[src/hw/rtl/bfa_ram.sv]
`timescale 1ns / 1ps
module bfa_ram #(
  parameter int WIDTH = 8,
  parameter int DEPTH = 16
) (
  input  logic                     clk,
  input  logic                     we,
  input  logic [$clog2(DEPTH)-1:0] addr,
  input  logic [WIDTH-1:0]         wdata,
  output logic [WIDTH-1:0]         rdata
);

  logic [WIDTH-1:0] mem [DEPTH];

  always_ff @(posedge clk) begin
    if (we) begin
      mem[addr] <= wdata;
    end
    rdata <= mem[addr];
  end

endmodule

[config.mk]
export PLATFORM = sky130hd
export DESIGN_NAME = bfa_ram
export DESIGN_NICKNAME = d
export VERILOG_FILES = /design/src/hw/rtl/bfa_ram.sv
export SDC_FILE = /design/constraint.sdc
export NUM_CORES = 1
export LEC_CHECK = 0
export BUFFER_PORTS_ARGS = -buffer_cell sky130_fd_sc_hd__buf_2
export CORE_ASPECT_RATIO = 1.2
export CORE_MARGIN = 5
export CORE_UTILIZATION = 55
export CTS_BUF_LIST = sky130_fd_sc_hd__clkbuf_16
export CTS_CLUSTER_DIAMETER = 60
export DETAILED_ROUTE_END_ITERATION = 10
export PLACE_DENSITY = 0.72
export SYNTH_ARGS = -nofsm -noshare
export SYNTH_HDL_FRONTEND = slang
export SYNTH_SLANG_ARGS = --single-unit
[constraint.sdc]
create_clock -name clk -period 2.9 [get_ports clk]
set_input_delay 0.145 -clock clk [delete_from_list [all_inputs] [get_ports clk]]
set_output_delay 0.145 -clock clk [all_outputs]
set_load 0.05 [all_outputs]
== Word level (Yosys, flattened, before mapping) ==
Memories as Yosys holds them, arrays and structs flattened. A register that Yosys moved wholly into a read port is not among the register bits.
Cells that the tools add are included.

* Bits in registers: 0
* RAM bits: 128
* Input port bits: 14
* Memories: 1

{| class="wikitable"
|+ Memory list
! name !! depth !! bits a word !! read ports !! clocked after Yosys merged registers in !! wr ports !! RTL line !! source
|-
| mem || 16 || 8 || 1 || 1 || 1 || 13 || <nowiki>logic [WIDTH-1:0] mem [DEPTH];</nowiki>
|}

* Multiplexer cells: 2

{| class="wikitable"
|+ Operators with widths
! operator !! number
|-
| two-way mux 1 bit || 2
|}

== Depth between registers and ports, before layout ==
* Word-level depth: 2
* Depth in mapped cells: 5
* Depth with buffers taken out: 3

== Least setup slack after synthesis ==
OpenSTA, ideal clock, no wires.

* Path kind: input to register
* From: in addr[2]
* To: mem mem[0][0] (enable)
* Setup time: 0.383 ns
* Arrival time: 1.255 ns
* Path slack: 1.262 ns
* Cell stages on the path: 2
* Cell sequence: or3b_2 nor3_1

{| class="wikitable"
|+ RTL lines
! element !! RTL line !! source
|-
| start, declared || 8 || <nowiki>input logic [$clog2(DEPTH)-1:0] addr,</nowiki>
|-
| end, declared || 13 ||
|}

Straight into the memory's write port.

==> qor.yml <==
clock_tree:
  cts-root-buf: "clkbuf_16"
  cts_tree: "yes"
  cts_resized: 0
  numCtsBuffers: 17
  clkTransAtPathRegs_ns: 0.05
  clock_sinks: 136
  clk_latency_ns: 0.41
  h-tree-depth: 4
  post_cts_buffers: 0
  clock_tree.buffer_depth: 2
  hold_buffers: 0
yosys:
  synth_area_leaders: "edfxtp_1 (76%), mux4_2 (14%), dfxtp_1 (3.2%), a22oi_1 (2.4%), nor2_1 (0.96%)"
  yosysUniqueCellTypes: 18
  syn_area_per_cell_um2: 22.0
  synth_seq_cells: 136
  netlist_instances: 230
  synth_commonest_cells: "edfxtp_1 (128), mux4_2 (32), a22oi_1 (16)"
  ys_async_sr_fraction_pct: 0
  synth_area_um2: 5070
  synth_edf_count: 128
  synth.yosys.warnings: 0
  ys.flop_type: "edfxtp_1"
  yosysMostFrequentCell: "edfxtp_1"
  synth_top_area_cell: "edfxtp_1"
  yosysSeqAreaShare_pct: 79.0
  synth_nets: 244
  synth_top_area_share_pct: 75.9
route:
  drt-pass1-iter-count: 5
  ant_nets: 0
  drt_first_iter_violations: 206
  finalWirelength_mm: 9.07
  avgRoutedWirePerCell_um: 22.4
  drt_drc_violations_left: 0
  dr_total_vias: 2376
  routed_via_density: 5.87
power_and_ir_drop:
  p_clk_share_pct: 43.2
  leakage_nw: 1.96
  pwr-share-seq_pct: 51.3
  max-vdd-ir-drop_mv: 0.514
  swShare_pct: 20.6
  p_per_area_nw_per_um2: 733
  comb_power_share_pct: 5.5
  p_int_mw: 3.43
  p_switching_uw: 891
setup_path:
  path_class: "in -> reg"
  cp_slowest_cell: "buf_2"
  cp_max_fo: 22
  crit_start: "addr[0]"
  crit_path_cell_trace: "buf_2 -> buf_12 -> mux4_2 -> a22oi_1 -> nand2_1"
  rrSetupSlack_ns: 1.61
  start_kind: "input pin"
  worstSetupEndpoint: "rdata[5]"
  cp.arrival_ns: 1.85
  cp_data_required_time_ns: 3.19
  r2r_cells: 3
  slowest_delay_ns: 0.56
  timing.rr.start: "mem[3][7]"
  rr_endpoint: "rdata[7]"
  end_kind: "flip-flop"
timing:
  timing.slew.headroom_pct: 20.5
  grt_setup_unrepaired: "no"
  finClkSkew_ns: 0.0105
  period_minus_slack_ns: 1.56
  setup_tns_ns: 0
  min_period_over_period_pct: 53.8
  setup_viol: 0
  max_freq_mhz: 641
  worst_pin_slew_ns: 1.18
  hold_violations: 0
  drv_slew: 0
hold_path:
  hp-class: "in -> reg"
  min_from: "wdata[2]"
floorplanning:
  die_y_um: 115
  die_x_um: 97.6
  num_rows: 38
  core_um2: 9030
  initial_core_util_pct: 56.1
  num_io_pins: 22
  fp.dieArea_um2: 11200
grt:
  gr-total-overflow: 0
  grt_pass1_vias: 2495
  antenna_found_initial: 0
  track_usage_pct: 18.1
  grt_pass1_wl_mm: 14.4
  grt_max_degree: 23
placed_design:
  dp.final_hpwl_mm: 5.83
  place.gp.congestion: 0.773
  io_buffer_count: 21
  place_inst: 373
layout:
  area_growth_syn_to_layout_pct: 16.3
  fillers: 619
  nets: 286
  final_core_util_pct: 65.3
  final_cells: 405
  drive_gt1_share_pct: 32.6
  antenna_cells: 0
run_status:
  status: "finished clean"
flow_run:
  max-cap-violations: 0
through the flow:
stage                     setup WS (ns)  total power, mW  hold slack [ns]  area, um^2
after floorplan                    1.26             2.41            0.244        5070
after global placement            0.906             2.49            0.529        5370
after detailed placement          0.870             2.50            0.538        5370
after global routing               1.19             4.48            0.117        5900
final                              1.34             4.32            0.123        5900
after CTS                          1.30             4.36            0.102        5900
power by group through the flow:
stage | combinational (mW) | sequential [mW] | clock (mW)
finish | 0.239 | 2.21 | 1.87
global route | 0.259 | 2.22 | 2.00
CTS | 0.243 | 2.21 | 1.90
detailed placement | 0.242 | 2.25 | 0
global placement | 0.236 | 2.25 | 0
floorplan | 0.113 | 2.29 | 0
per-layer routing:
metal	wire (um)	vias up	global-route usage, %
li1	-	1048	-
met1	3770	1223	24.0
met2	4630	94	28.0
met3	547	11	6.01
met4	125	0	7.76
met5	0	-	0
worst min path at each step:
stage | endpoint | slack, ns | cells past startpoint
floorplan | mem[0][0] | 0.24 | 0
global placement | mem[6][2] | 0.53 | 1
detailed placement | mem[6][2] | 0.54 | 1
CTS | mem[1][2] | 0.10 | 1
global route | mem[13][2] | 0.12 | 1
finish | mem[2][2] | 0.12 | 1
final cells by class:
cell class | count | area (um^2) | area share (%)
tap | 120 | 150 | 2.55
timing repair buffer | 34 | 215 | 3.65
multi-input combinational | 83 | 1000 | 17.0
sequential | 136 | 4000 | 67.9
clock buffer | 17 | 425 | 7.22
clock inverter | 15 | 97.6 | 1.66
cell usage in the layout, fill, tap and decap left out, drive strengths merged:
master,count
mux4,32
a22oi,16
edfxtp,128
bufinv,1
clkinvlp,2
nand3,1
inv,4
buf,34
clkbuf,17
nand2,9
or3b,1
nor2,13
dfxtp,8
nor3,4
clkinv,8
nand2b,2
nand3b,2
nor2b,2
and2,1
kinds of logic (layout without fill, tap and decap cells):
group | Yosys count | after routing | synth area share, %
simple gates | 35 | 35 | 3.21
mux | 32 | 32 | 14.2
flops | 136 | 136 | 79.0
buf+inv | 11 | 66 | 1.19
compound gates | 16 | 16 | 2.37
worst max-delay path, delay by kind of cell:
kind | cells | cell delay (ns)
and+or+nand+nor | 1 | 0.08
muxes | 1 | 0.51
buffers and inverters | 2 | 0.83
AOI/OAI and AO/OA | 1 | 0.27
sequential cells by signal (all words and copies together), names as in the netlist:
| name | cells |
|---|---|
| mem | 128 |
| rdata | 8 |
No activity file was read; power rests on OpenSTA's default activity.
